--- config.mk ---
export PLATFORM = sky130hd
export DESIGN_NAME = drive_mix_slew_limiter
export DESIGN_NICKNAME = d
export VERILOG_FILES = /design/src/hw/rtl/dmsl_pkg.sv /design/src/hw/rtl/dmsl_fifo.sv /design/src/hw/rtl/dmsl_front.sv /design/src/hw/rtl/dmsl_back.sv /design/src/hw/rtl/drive_mix_slew_limiter.sv
export SDC_FILE = /design/constraint.sdc
export NUM_CORES = 2
export LEC_CHECK = 0
export BUFFER_PORTS_ARGS = -buffer_cell sky130_fd_sc_hd__buf_2
export CAP_MARGIN = 30
export CORE_MARGIN = 4
export CORE_UTILIZATION = 51
export DETAILED_ROUTE_END_ITERATION = 10
export GPL_ROUTABILITY_DRIVEN = 1
export PLACE_DENSITY = 0.67
export SYNTH_ARGS = -nofsm -noshare
export SYNTH_HDL_FRONTEND = slang
export SYNTH_SLANG_ARGS = --single-unit
--- constraint.sdc ---
create_clock -name clock -period 20.9 [get_ports clock]
set_clock_uncertainty 0.05 [all_clocks]
set_input_delay 3.135 -clock clock [delete_from_list [all_inputs] [get_ports clock]]
set_output_delay 3.135 -clock clock [all_outputs]
set_load 0.01 [all_outputs]
--- src/hw/rtl/dmsl_pkg.sv ---
// Package for the drive mixer with slew limiter.
// Holds the payload, configuration and job types, register indexes and
// reset values. No dependencies.
`timescale 1ns / 1ps

package dmsl_pkg;

   localparam int CSR_INDEX_W = 3;
   localparam int CSR_DATA_W  = 13;
   localparam int TARGET_W    = 18;
   localparam int TURN_W      = 22;
   localparam int FORWARD_W   = 20;

   localparam int JOB_QUEUE_DEPTH = 2;
   localparam int RSP_QUEUE_DEPTH = 2;

   localparam logic [CSR_INDEX_W-1:0] CSR_DRIVE_MODE    = 3'd0;
   localparam logic [CSR_INDEX_W-1:0] CSR_DRIVE_SCALE   = 3'd1;
   localparam logic [CSR_INDEX_W-1:0] CSR_TURN_SCALE    = 3'd2;
   localparam logic [CSR_INDEX_W-1:0] CSR_FWD_SLEW_STEP = 3'd3;
   localparam logic [CSR_INDEX_W-1:0] CSR_REV_SLEW_STEP = 3'd4;
   localparam logic [CSR_INDEX_W-1:0] CSR_VOLTAGE_LIMIT = 3'd5;

   typedef enum logic [1:0] {
      MODE_TANK   = 2'd0,
      MODE_ARCADE = 2'd1,
      MODE_SPLIT  = 2'd2
   } dmsl_mode_type;

   localparam logic [1:0]  RESET_DRIVE_MODE    = MODE_SPLIT;
   localparam logic [11:0] RESET_DRIVE_SCALE   = 12'd256;
   localparam logic [11:0] RESET_TURN_SCALE    = 12'd256;
   localparam logic [12:0] RESET_FWD_SLEW_STEP = 13'd256;
   localparam logic [12:0] RESET_REV_SLEW_STEP = 13'd614;
   localparam logic [11:0] RESET_VOLTAGE_LIMIT = 12'd3072;

   typedef struct packed {
      logic signed [7:0] left_x;
      logic signed [7:0] left_y;
      logic signed [7:0] right_x;
      logic signed [7:0] right_y;
   } dmsl_req_type;

   typedef struct packed {
      logic signed [15:0] left_command;
      logic signed [15:0] right_command;
      logic               command_is_voltage;
   } dmsl_rsp_type;

   typedef struct packed {
      logic [1:0]  drive_mode;
      logic [11:0] drive_scale;
      logic [11:0] turn_scale;
      logic [12:0] fwd_slew_step;
      logic [12:0] rev_slew_step;
      logic [11:0] voltage_limit;
   } dmsl_cfg_type;

   typedef struct packed {
      logic                       split;
      logic signed [15:0]         cmd_left;
      logic signed [15:0]         cmd_right;
      logic signed [TARGET_W-1:0] target;
      logic signed [TURN_W-1:0]   turn;
   } dmsl_job_type;

endpackage

--- src/hw/rtl/dmsl_fifo.sv ---
// Small register queue used between the front and back parts and at the output.
// Stands alone; the item type is given by the instantiating module.
`timescale 1ns / 1ps

module dmsl_fifo #(
   parameter int  DEPTH     = 2,
   parameter type item_type = logic
) (
   input  logic     clock,
   input  logic     reset,
   input  logic     push,
   input  item_type push_data,
   output logic     full,
   input  logic     pop,
   output item_type pop_data,
   output logic     empty
);

   localparam int PTR_W = (DEPTH > 1) ? $clog2(DEPTH) : 1;
   localparam int CNT_W = $clog2(DEPTH + 1);

   item_type             mem_ff [DEPTH];
   logic [PTR_W-1:0]     wr_ptr_ff, wr_ptr_in;
   logic [PTR_W-1:0]     rd_ptr_ff, rd_ptr_in;
   logic [CNT_W-1:0]     count_ff, count_in;
   logic                 do_push, do_pop;

   assign full     = (count_ff == CNT_W'(DEPTH));
   assign empty    = (count_ff == '0);
   assign do_push  = push & ~full;
   assign do_pop   = pop & ~empty;
   assign pop_data = mem_ff[rd_ptr_ff];

   always_comb begin
      wr_ptr_in = wr_ptr_ff;
      rd_ptr_in = rd_ptr_ff;
      count_in  = count_ff;
      if (do_push) begin
         wr_ptr_in = (wr_ptr_ff == PTR_W'(DEPTH - 1)) ? '0 : wr_ptr_ff + 1'b1;
      end
      if (do_pop) begin
         rd_ptr_in = (rd_ptr_ff == PTR_W'(DEPTH - 1)) ? '0 : rd_ptr_ff + 1'b1;
      end
      if (do_push && !do_pop) begin
         count_in = count_ff + 1'b1;
      end else if (do_pop && !do_push) begin
         count_in = count_ff - 1'b1;
      end
   end

   always_ff @(posedge clock) begin
      if (reset) begin
         wr_ptr_ff <= '0;
         rd_ptr_ff <= '0;
         count_ff  <= '0;
      end else begin
         wr_ptr_ff <= wr_ptr_in;
         rd_ptr_ff <= rd_ptr_in;
         count_ff  <= count_in;
      end
   end

   always_ff @(posedge clock) begin
      if (do_push) begin
         mem_ff[wr_ptr_ff] <= push_data;
      end
   end

endmodule

--- src/hw/rtl/dmsl_front.sv ---
// Front part: accepts stick transactions, forms the products and classifies by mode.
// Depends on dmsl_pkg.
`timescale 1ns / 1ps

module dmsl_front (
   input  logic                  clock,
   input  logic                  reset,
   input  dmsl_pkg::dmsl_cfg_type cfg,
   input  logic                  req_push,
   output logic                  req_full,
   input  dmsl_pkg::dmsl_req_type req_data,
   output logic                  job_push,
   output dmsl_pkg::dmsl_job_type job_data,
   input  logic                  job_full
);

   function automatic logic signed [15:0] sat16(input logic signed [26:0] v);
      logic signed [15:0] r;
      if (v > 27'sd32767) begin
         r = 16'sh7FFF;
      end else if (v < -27'sd32768) begin
         r = 16'sh8000;
      end else begin
         r = v[15:0];
      end
      return r;
   endfunction

   logic               accept;
   logic signed [12:0] ds_s, ts_s;

   logic               s1_valid_ff, s1_valid_in;
   logic signed [7:0]  s1_ly_ff, s1_ry_ff;
   logic signed [20:0] s1_fwd_ff, s1_fwd_in;
   logic signed [20:0] s1_rt_ff, s1_rt_in;
   logic signed [20:0] s1_lt_ff, s1_lt_in;

   logic               s2_valid_ff, s2_valid_in;
   logic signed [7:0]  s2_ly_ff, s2_ry_ff;
   logic signed [20:0] s2_fwd_ff;
   logic signed [33:0] s2_turn_ff, s2_turn_in;
   logic signed [34:0] s2_mixl_ff, s2_mixl_in;
   logic signed [34:0] s2_mixr_ff, s2_mixr_in;

   logic signed [21:0] fwd_q, lt_q, sum_l, sum_r;

   assign accept   = req_push & ~req_full;
   assign req_full = s1_valid_ff | s2_valid_ff;
   assign ds_s     = $signed({1'b0, cfg.drive_scale});
   assign ts_s     = $signed({1'b0, cfg.turn_scale});

   always_comb begin
      s1_fwd_in = req_data.left_y * ds_s;
      s1_rt_in  = req_data.right_x * ts_s;
      s1_lt_in  = req_data.left_x * ts_s;
   end

   always_comb begin
      fwd_q      = {{6{s1_ly_ff[7]}}, s1_ly_ff, 8'h00};
      lt_q       = {s1_lt_ff[20], s1_lt_ff};
      sum_l      = fwd_q + lt_q;
      sum_r      = fwd_q - lt_q;
      s2_turn_in = s1_rt_ff * ds_s;
      s2_mixl_in = sum_l * ds_s;
      s2_mixr_in = sum_r * ds_s;
   end

   assign s1_valid_in = accept;
   assign s2_valid_in = s1_valid_ff | (s2_valid_ff & job_full);

   always_ff @(posedge clock) begin
      if (reset) begin
         s1_valid_ff <= 1'b0;
         s2_valid_ff <= 1'b0;
      end else begin
         s1_valid_ff <= s1_valid_in;
         s2_valid_ff <= s2_valid_in;
      end
   end

   always_ff @(posedge clock) begin
      if (accept) begin
         s1_ly_ff  <= req_data.left_y;
         s1_ry_ff  <= req_data.right_y;
         s1_fwd_ff <= s1_fwd_in;
         s1_rt_ff  <= s1_rt_in;
         s1_lt_ff  <= s1_lt_in;
      end
      if (s1_valid_ff) begin
         s2_ly_ff   <= s1_ly_ff;
         s2_ry_ff   <= s1_ry_ff;
         s2_fwd_ff  <= s1_fwd_ff;
         s2_turn_ff <= s2_turn_in;
         s2_mixl_ff <= s2_mixl_in;
         s2_mixr_ff <= s2_mixr_in;
      end
   end

   assign job_push = s2_valid_ff;

   always_comb begin
      job_data.split     = 1'b0;
      job_data.cmd_left  = '0;
      job_data.cmd_right = '0;
      job_data.target    = s2_fwd_ff[20:3];
      job_data.turn      = s2_turn_ff[32:11];
      case (cfg.drive_mode)
         dmsl_pkg::MODE_TANK: begin
            job_data.cmd_left  = {s2_ly_ff, 8'h00};
            job_data.cmd_right = {s2_ry_ff, 8'h00};
         end
         dmsl_pkg::MODE_ARCADE: begin
            job_data.cmd_left  = sat16(s2_mixl_ff[34:8]);
            job_data.cmd_right = sat16(s2_mixr_ff[34:8]);
         end
         dmsl_pkg::MODE_SPLIT: begin
            job_data.split = 1'b1;
         end
         default: begin
            job_data.split = 1'b0;
         end
      endcase
   end

endmodule

--- src/hw/rtl/dmsl_back.sv ---
// Back part: in split mode applies the forward slew limiter, adds the turn and clamps;
// other modes pass the front part's commands through. Depends on dmsl_pkg.
`timescale 1ns / 1ps

module dmsl_back (
   input  logic                  clock,
   input  logic                  reset,
   input  dmsl_pkg::dmsl_cfg_type cfg,
   input  logic                  job_empty,
   input  dmsl_pkg::dmsl_job_type job_data,
   output logic                  job_pop,
   output logic                  rsp_push,
   output dmsl_pkg::dmsl_rsp_type rsp_data,
   input  logic                  rsp_full
);

   localparam int FW = dmsl_pkg::FORWARD_W;
   localparam int SW = dmsl_pkg::FORWARD_W + 3;

   function automatic logic signed [15:0] clamp(input logic signed [SW-1:0] v,
                                                input logic signed [SW-1:0] lim);
      logic signed [SW-1:0] r;
      r = v;
      if (r > lim) begin
         r = lim;
      end
      if (r < -lim) begin
         r = -lim;
      end
      return r[15:0];
   endfunction

   logic                   b_valid_ff, b_valid_in;
   dmsl_pkg::dmsl_job_type b_job_ff;
   logic signed [FW-1:0]   fwd_ff, fwd_in;

   logic signed [FW-1:0]   cur, tgt, slewed;
   logic signed [FW:0]     delta, step, ext_cur, moved_up, moved_down;
   logic                   cur_pos, cur_neg, limited;
   logic signed [SW-1:0]   sum_l, sum_r, lim_s;

   assign rsp_push = b_valid_ff;
   assign job_pop  = ~job_empty & (~b_valid_ff | ~rsp_full);

   always_comb begin
      cur        = fwd_ff;
      tgt        = FW'(job_data.target);
      ext_cur    = {cur[FW-1], cur};
      delta      = {tgt[FW-1], tgt} - ext_cur;
      cur_pos    = ~cur[FW-1] && (cur != '0);
      cur_neg    = cur[FW-1];
      limited    = (tgt != '0) && ((cur_pos && (tgt < cur)) || (cur_neg && (tgt > cur)));
      step       = cur_pos ? $signed((FW + 1)'(cfg.fwd_slew_step))
                           : $signed((FW + 1)'(cfg.rev_slew_step));
      moved_up   = ext_cur + step;
      moved_down = ext_cur - step;
      if (limited && (delta > step)) begin
         slewed = moved_up[FW-1:0];
      end else if (limited && (delta < -step)) begin
         slewed = moved_down[FW-1:0];
      end else begin
         slewed = tgt;
      end
      fwd_in = (job_pop && job_data.split) ? slewed : fwd_ff;
   end

   assign b_valid_in = job_pop | (b_valid_ff & rsp_full);

   always_ff @(posedge clock) begin
      if (reset) begin
         b_valid_ff <= 1'b0;
         fwd_ff     <= '0;
      end else begin
         b_valid_ff <= b_valid_in;
         fwd_ff     <= fwd_in;
      end
   end

   always_ff @(posedge clock) begin
      if (job_pop) begin
         b_job_ff <= job_data;
      end
   end

   always_comb begin
      sum_l = SW'(fwd_ff) + SW'(b_job_ff.turn);
      sum_r = SW'(fwd_ff) - SW'(b_job_ff.turn);
      lim_s = $signed(SW'(cfg.voltage_limit));
      if (b_job_ff.split) begin
         rsp_data.left_command       = clamp(sum_l, lim_s);
         rsp_data.right_command      = clamp(sum_r, lim_s);
         rsp_data.command_is_voltage = 1'b1;
      end else begin
         rsp_data.left_command       = b_job_ff.cmd_left;
         rsp_data.right_command      = b_job_ff.cmd_right;
         rsp_data.command_is_voltage = 1'b0;
      end
   end

endmodule

--- src/hw/rtl/drive_mix_slew_limiter.sv ---
// Drive mixer with slew limiter: top level with the configuration registers.
// Path: an accepted transaction is registered in both front stages, the job queue,
// the back part's register and the response queue. The front part's two multiplier
// stages take one transaction at a time and accept a new one only once both are empty.
// Reset: configuration returns to its defaults, the applied forward value to zero,
// and both queues are emptied. Depends on dmsl_pkg, dmsl_front, dmsl_fifo, dmsl_back.
`timescale 1ns / 1ps

module drive_mix_slew_limiter #(
   parameter int JOB_QUEUE_DEPTH = dmsl_pkg::JOB_QUEUE_DEPTH,
   parameter int RSP_QUEUE_DEPTH = dmsl_pkg::RSP_QUEUE_DEPTH
) (
   input  logic                                 clock,
   input  logic                                 reset,
   input  logic                                 req_push,
   output logic                                 req_full,
   input  dmsl_pkg::dmsl_req_type                req_data,
   output logic                                 rsp_empty,
   input  logic                                 rsp_pop,
   output dmsl_pkg::dmsl_rsp_type                rsp_data,
   input  logic                                 csr_valid,
   output logic                                 csr_ready,
   input  logic [dmsl_pkg::CSR_INDEX_W-1:0]      csr_index,
   input  logic [dmsl_pkg::CSR_DATA_W-1:0]       csr_wdata
);

   dmsl_pkg::dmsl_cfg_type cfg_ff, cfg_in;
   logic                   job_push, job_full, job_pop, job_empty;
   dmsl_pkg::dmsl_job_type job_in_data, job_out_data;
   logic                   out_push, out_full;
   dmsl_pkg::dmsl_rsp_type out_data;

   assign csr_ready = 1'b1;

   always_comb begin
      cfg_in = cfg_ff;
      if (csr_valid) begin
         case (csr_index)
            dmsl_pkg::CSR_DRIVE_MODE:    cfg_in.drive_mode    = csr_wdata[1:0];
            dmsl_pkg::CSR_DRIVE_SCALE:   cfg_in.drive_scale   = csr_wdata[11:0];
            dmsl_pkg::CSR_TURN_SCALE:    cfg_in.turn_scale    = csr_wdata[11:0];
            dmsl_pkg::CSR_FWD_SLEW_STEP: cfg_in.fwd_slew_step = csr_wdata[12:0];
            dmsl_pkg::CSR_REV_SLEW_STEP: cfg_in.rev_slew_step = csr_wdata[12:0];
            dmsl_pkg::CSR_VOLTAGE_LIMIT: cfg_in.voltage_limit = csr_wdata[11:0];
            default: begin
               cfg_in = cfg_ff;
            end
         endcase
      end
   end

   always_ff @(posedge clock) begin
      if (reset) begin
         cfg_ff.drive_mode    <= dmsl_pkg::RESET_DRIVE_MODE;
         cfg_ff.drive_scale   <= dmsl_pkg::RESET_DRIVE_SCALE;
         cfg_ff.turn_scale    <= dmsl_pkg::RESET_TURN_SCALE;
         cfg_ff.fwd_slew_step <= dmsl_pkg::RESET_FWD_SLEW_STEP;
         cfg_ff.rev_slew_step <= dmsl_pkg::RESET_REV_SLEW_STEP;
         cfg_ff.voltage_limit <= dmsl_pkg::RESET_VOLTAGE_LIMIT;
      end else begin
         cfg_ff <= cfg_in;
      end
   end

   dmsl_front u_front (
      .clock    (clock),
      .reset    (reset),
      .cfg      (cfg_ff),
      .req_push (req_push),
      .req_full (req_full),
      .req_data (req_data),
      .job_push (job_push),
      .job_data (job_in_data),
      .job_full (job_full)
   );

   dmsl_fifo #(
      .DEPTH     (JOB_QUEUE_DEPTH),
      .item_type (dmsl_pkg::dmsl_job_type)
   ) u_job_queue (
      .clock     (clock),
      .reset     (reset),
      .push      (job_push),
      .push_data (job_in_data),
      .full      (job_full),
      .pop       (job_pop),
      .pop_data  (job_out_data),
      .empty     (job_empty)
   );

   dmsl_back u_back (
      .clock     (clock),
      .reset     (reset),
      .cfg       (cfg_ff),
      .job_empty (job_empty),
      .job_data  (job_out_data),
      .job_pop   (job_pop),
      .rsp_push  (out_push),
      .rsp_data  (out_data),
      .rsp_full  (out_full)
   );

   dmsl_fifo #(
      .DEPTH     (RSP_QUEUE_DEPTH),
      .item_type (dmsl_pkg::dmsl_rsp_type)
   ) u_rsp_queue (
      .clock     (clock),
      .reset     (reset),
      .push      (out_push),
      .push_data (out_data),
      .full      (out_full),
      .pop       (rsp_pop),
      .pop_data  (rsp_data),
      .empty     (rsp_empty)
   );

endmodule
==> results.txt <==
----------------------------------------------------
[Min path]
  Terminating pin of the worst hold path ... u_front.s2_ry_ff[5]$_DFFE_PP_
  Hold crit path type ... reg2reg
  Hold depth ... 0
  Min-Delay Startpoint ... u_front.s1_ry_ff[5]$_DFFE_PP_

[Synthesis]
  Async set-reset flop share out of synthesis ... 0%
  Unique cell type count in the Yosys netlist ... 85
  Post-synth EDFFs ... 453
  Net count after synthesis ... 8,264
  Share of the yosys chip area belonging to registers ... 23.9%
  Post-synth top cells ... 1,264 x inv_1, 887 x fa_1, 762 x nand2_1
  Synth warnings ... 0
  Portion of synthesized cell area occupied by the leading cell type ... 27.3%
  Synthesized flop and latch total ... 550
  Leading post-synthesis cells by cell area ... fa_1 27%, edfxtp_1 21%, ha_1 11%
  Most used standard cell by instance count after synthesis ... inv_1
  Synthesized cell area ... 65,100 µm²
  Most frequently used flop master after synthesis ... edfxtp_1
  Synth Instances ... 6,731
  Top cell type by total area after synthesis ... fa_1
  Mean instance size in the synthesized netlist ... 9.68 µm²

[Power and ir drop]
  Part of the power in the clock network ... 16.6%
  Max rail drop VDD ... 0.113 mV
  Total power divided by cell area ... 102 nW/µm²
  Internal Power ... 3.80 mW
  Lkg Pwr ... 31.9 nW
  Switching power ... 3.28 mW
  Logic pwr share ... 59.7%
  Switching power as a share of total power ... 46.3%
  Sequential share of power ... 23.6%
  Total Power Consumption ... 7.07 mW

[Placed design]
  Port buffer count ... 87
  Cell count after placement ... 8,237
  Global placement routability congestion ... 0.962
  Instance area at placement ... 67,000 µm²
  DP Wirelength ... 128,000 µm
  Dpl ws ... 11,660 ps

[Cells and area]
  Syn-to-layout area delta ... 6.37%
  Multi-input combinational cell area ... 43,700 µm²
  Share of cells above drive strength 1 ... 6.22%
  Final net count ... 8,190
  Final core utilization ... 54.9%
  Count of non-filler cells in the finished layout ... 8,367
  Register area ... 15,600 µm²
  Fill cell total of the finished layout ... 11,200
  Final Instance Area ... 69,300 µm²

[Critical path]
  Critical R2R Capture ... u_front.s2_mixr_ff[34]$_DFFE_PP_
  Register-to-register setup slack ... 11,710 ps
  Critical path arrival ... 9530 ps
  Worst reg2reg startpoint ... u_front.s1_ly_ff[0]$_DFFE_PP_
  Slowest cell delay on critical path ... 880 ps
  Data required time of the critical path ... 21,240 ps
  Largest delay contributor family on the critical path ... compound AO/OA/AOI/OAI gates
  Cells on worst reg2reg path ... 33
  CP endpoint kind ... flip-flop
  Critical path buffers and inverters ... 5
  Critical path class ... reg2reg
  Kind of launch point of the worst setup path ... flip-flop
  Critical-path top delay cell ... a41oi_1
  Peak fanout along the critical path ... 14

[GRT]
  Global Route Usage Sum ... 25.5%
  First-pass GRT wire length ... 266,000 µm
  Vias in the first global route ... 48,200
  Pin count of the biggest net entering global routing ... 75
  Antenna violations before repair ... 12
  Overflow left after global routing ... 0

[Routing]
  DRC ... 0
  Vias per cell ... 5.51
  Antenna-violating nets left ... 0
  Number of iterations in the first detailed-routing pass ... 6
  WL/cell ... 19.8 µm
  Total wire length ... 166,000 µm
  Via count ... 46,100
  Iter 0 DRT Violations ... 3,094

[Flow run]
  MaxCap Viol Count ... 0

[Status]
  Result of the run ... complete, no violations

[Timing]
  Worst Tran Pin Value ... 1040 ps
  Maximum operating frequency ... 0.109 GHz
  Final critical-path share of the clock period ... 44.0%
  Worst slew margin relative to its limit ... 29.6%
  Endpoints failing hold ... 0
  Crit path time final ... 9190 ps
  Least setup slack across all paths after layout ... 11,710 ps
  Setup TNS after final layout ... 0 ps
  Setup violators final ... 0
  Final hold slack ... 365 ps
  Max Slew Vio Count ... 0
  Unrepaired setup endpoints after global routing ... false

[Floorplan]
  Core outline area ... 126,000 µm²
  Initial core utilization ... 51.6%
  Count of boundary I/O pins ... 89
  Die Ht ... 365 µm
  DIE AREA ... 134,000 µm²
  Total number of placement rows ... 130
  Width of the die ... 365 µm

[Clocking]
  Maximum count of clock buffers along a single path ... 3
  Clock insertion delay at the later pin of the skew report ... 680 ps
  Post_cts resized ... 0
  Clk sink count ... 550
  Number of buffers inserted by hold repair at cts ... 0
  Clock-pin transition on the worst setup and hold timing paths ... 60 ps
  Number of levels the H-tree was split into ... 3
  Clock tree from TritonCTS ... built
  Clock buffer count from CTS ... 68
  Buffer count from post-CTS setup fixing ... 0
  Clock root buffer master ... clkbuf_16

----------------------------------------------------
## metal layers
layer	track usage (%)	part of all wire, %	vias up
met5	0	0.017	-
met4	9.22	3.8	4
met3	3.93	6.6	290
met2	42.5	47	1388
met1	34.0	42	23100
li1	-	-	21300
## registers in the layout, indices dropped and copies added (netlist names), 22 cells and up, named ones only
signal	flops
u_rsp_queue.mem_ff	66
u_front.s2_turn_ff	22
u_front.s2_mixl_ff	27
u_back.b_job_ff	55
u_front.s2_mixr_ff	27
cfg_ff	64
u_job_queue.mem_ff	146
## cell families (layout without fill, tap and decap cells)
kind of cell	count (synthesis)	in the layout	synth area share (%)
muxes	157	157	2.65
DFF	550	550	23.9
buffers and inverters	1560	1538	9.08
adders and majority gates	1480	1480	38.6
other	1	9	0.00576
and+or+nand+nor	2002	2002	15.1
AOI/OAI and AO/OA	745	745	7.49
xor gates and xnor gates	236	236	3.17
## worst max path at each step
stage               cells past startpoint                           from                          endpoint
floorplan                              36  u_front.s1_ly_ff[0]$_DFFE_PP_  u_front.s2_mixr_ff[34]$_DFFE_PP_
global placement                       33  u_front.s1_ly_ff[0]$_DFFE_PP_  u_front.s2_mixr_ff[34]$_DFFE_PP_
detailed placement                     33  u_front.s1_ly_ff[0]$_DFFE_PP_  u_front.s2_mixr_ff[34]$_DFFE_PP_
CTS                                    31  u_front.s1_ly_ff[0]$_DFFE_PP_  u_front.s2_mixr_ff[34]$_DFFE_PP_
global route                           33  u_front.s1_ly_ff[0]$_DFFE_PP_  u_front.s2_mixr_ff[34]$_DFFE_PP_
finish                                 33  u_front.s1_ly_ff[0]$_DFFE_PP_  u_front.s2_mixr_ff[34]$_DFFE_PP_
## power by group through the flow
stage	combinational, mW	clock (mW)	sequential [mW]
finish	4.23	1.18	1.67
global route	4.70	1.25	1.69
CTS	4.19	1.20	1.67
detailed placement	4.16	0	1.69
global placement	4.09	0	1.69
floorplan	3.10	0	1.56
## cell usage in the layout (no fill, tap or decap), types with 21 or more instances in the layout
cell	instances
inv_1	1263
fa_1	887
nand2_1	762
ha_1	593
and2_1	523
edfxtp_1	453
nor2_1	268
a21oi_1	241
xnor2_1	180
o21ai_0	127
mux2_2	120
buf_2	86
dfxtp_1	83
nand2b_1	75
clkbuf_16	70
nor3_1	69
nand3_1	66
nor2b_1	64
buf_4	64
a21o_1	61
xor2_1	56
nand4_1	42
and3_1	37
mux2i_1	33
o21a_1	32
a31oi_1	32
o21bai_1	31
a211oi_1	24
o31ai_1	22
nor4_1	22
or3_1	21
## area by class of cell
class	instances	share of cell area [%]
antenna	8	0.0289
clock buffer	84	2.63
clock inverter	38	0.596
inverter	1265	6.85
multi-input combinational	4621	63.1
sequential	550	22.5
tap	1650	2.98
timing repair buffer	151	1.34
Note: power is estimated with default switching activity, not from simulation.
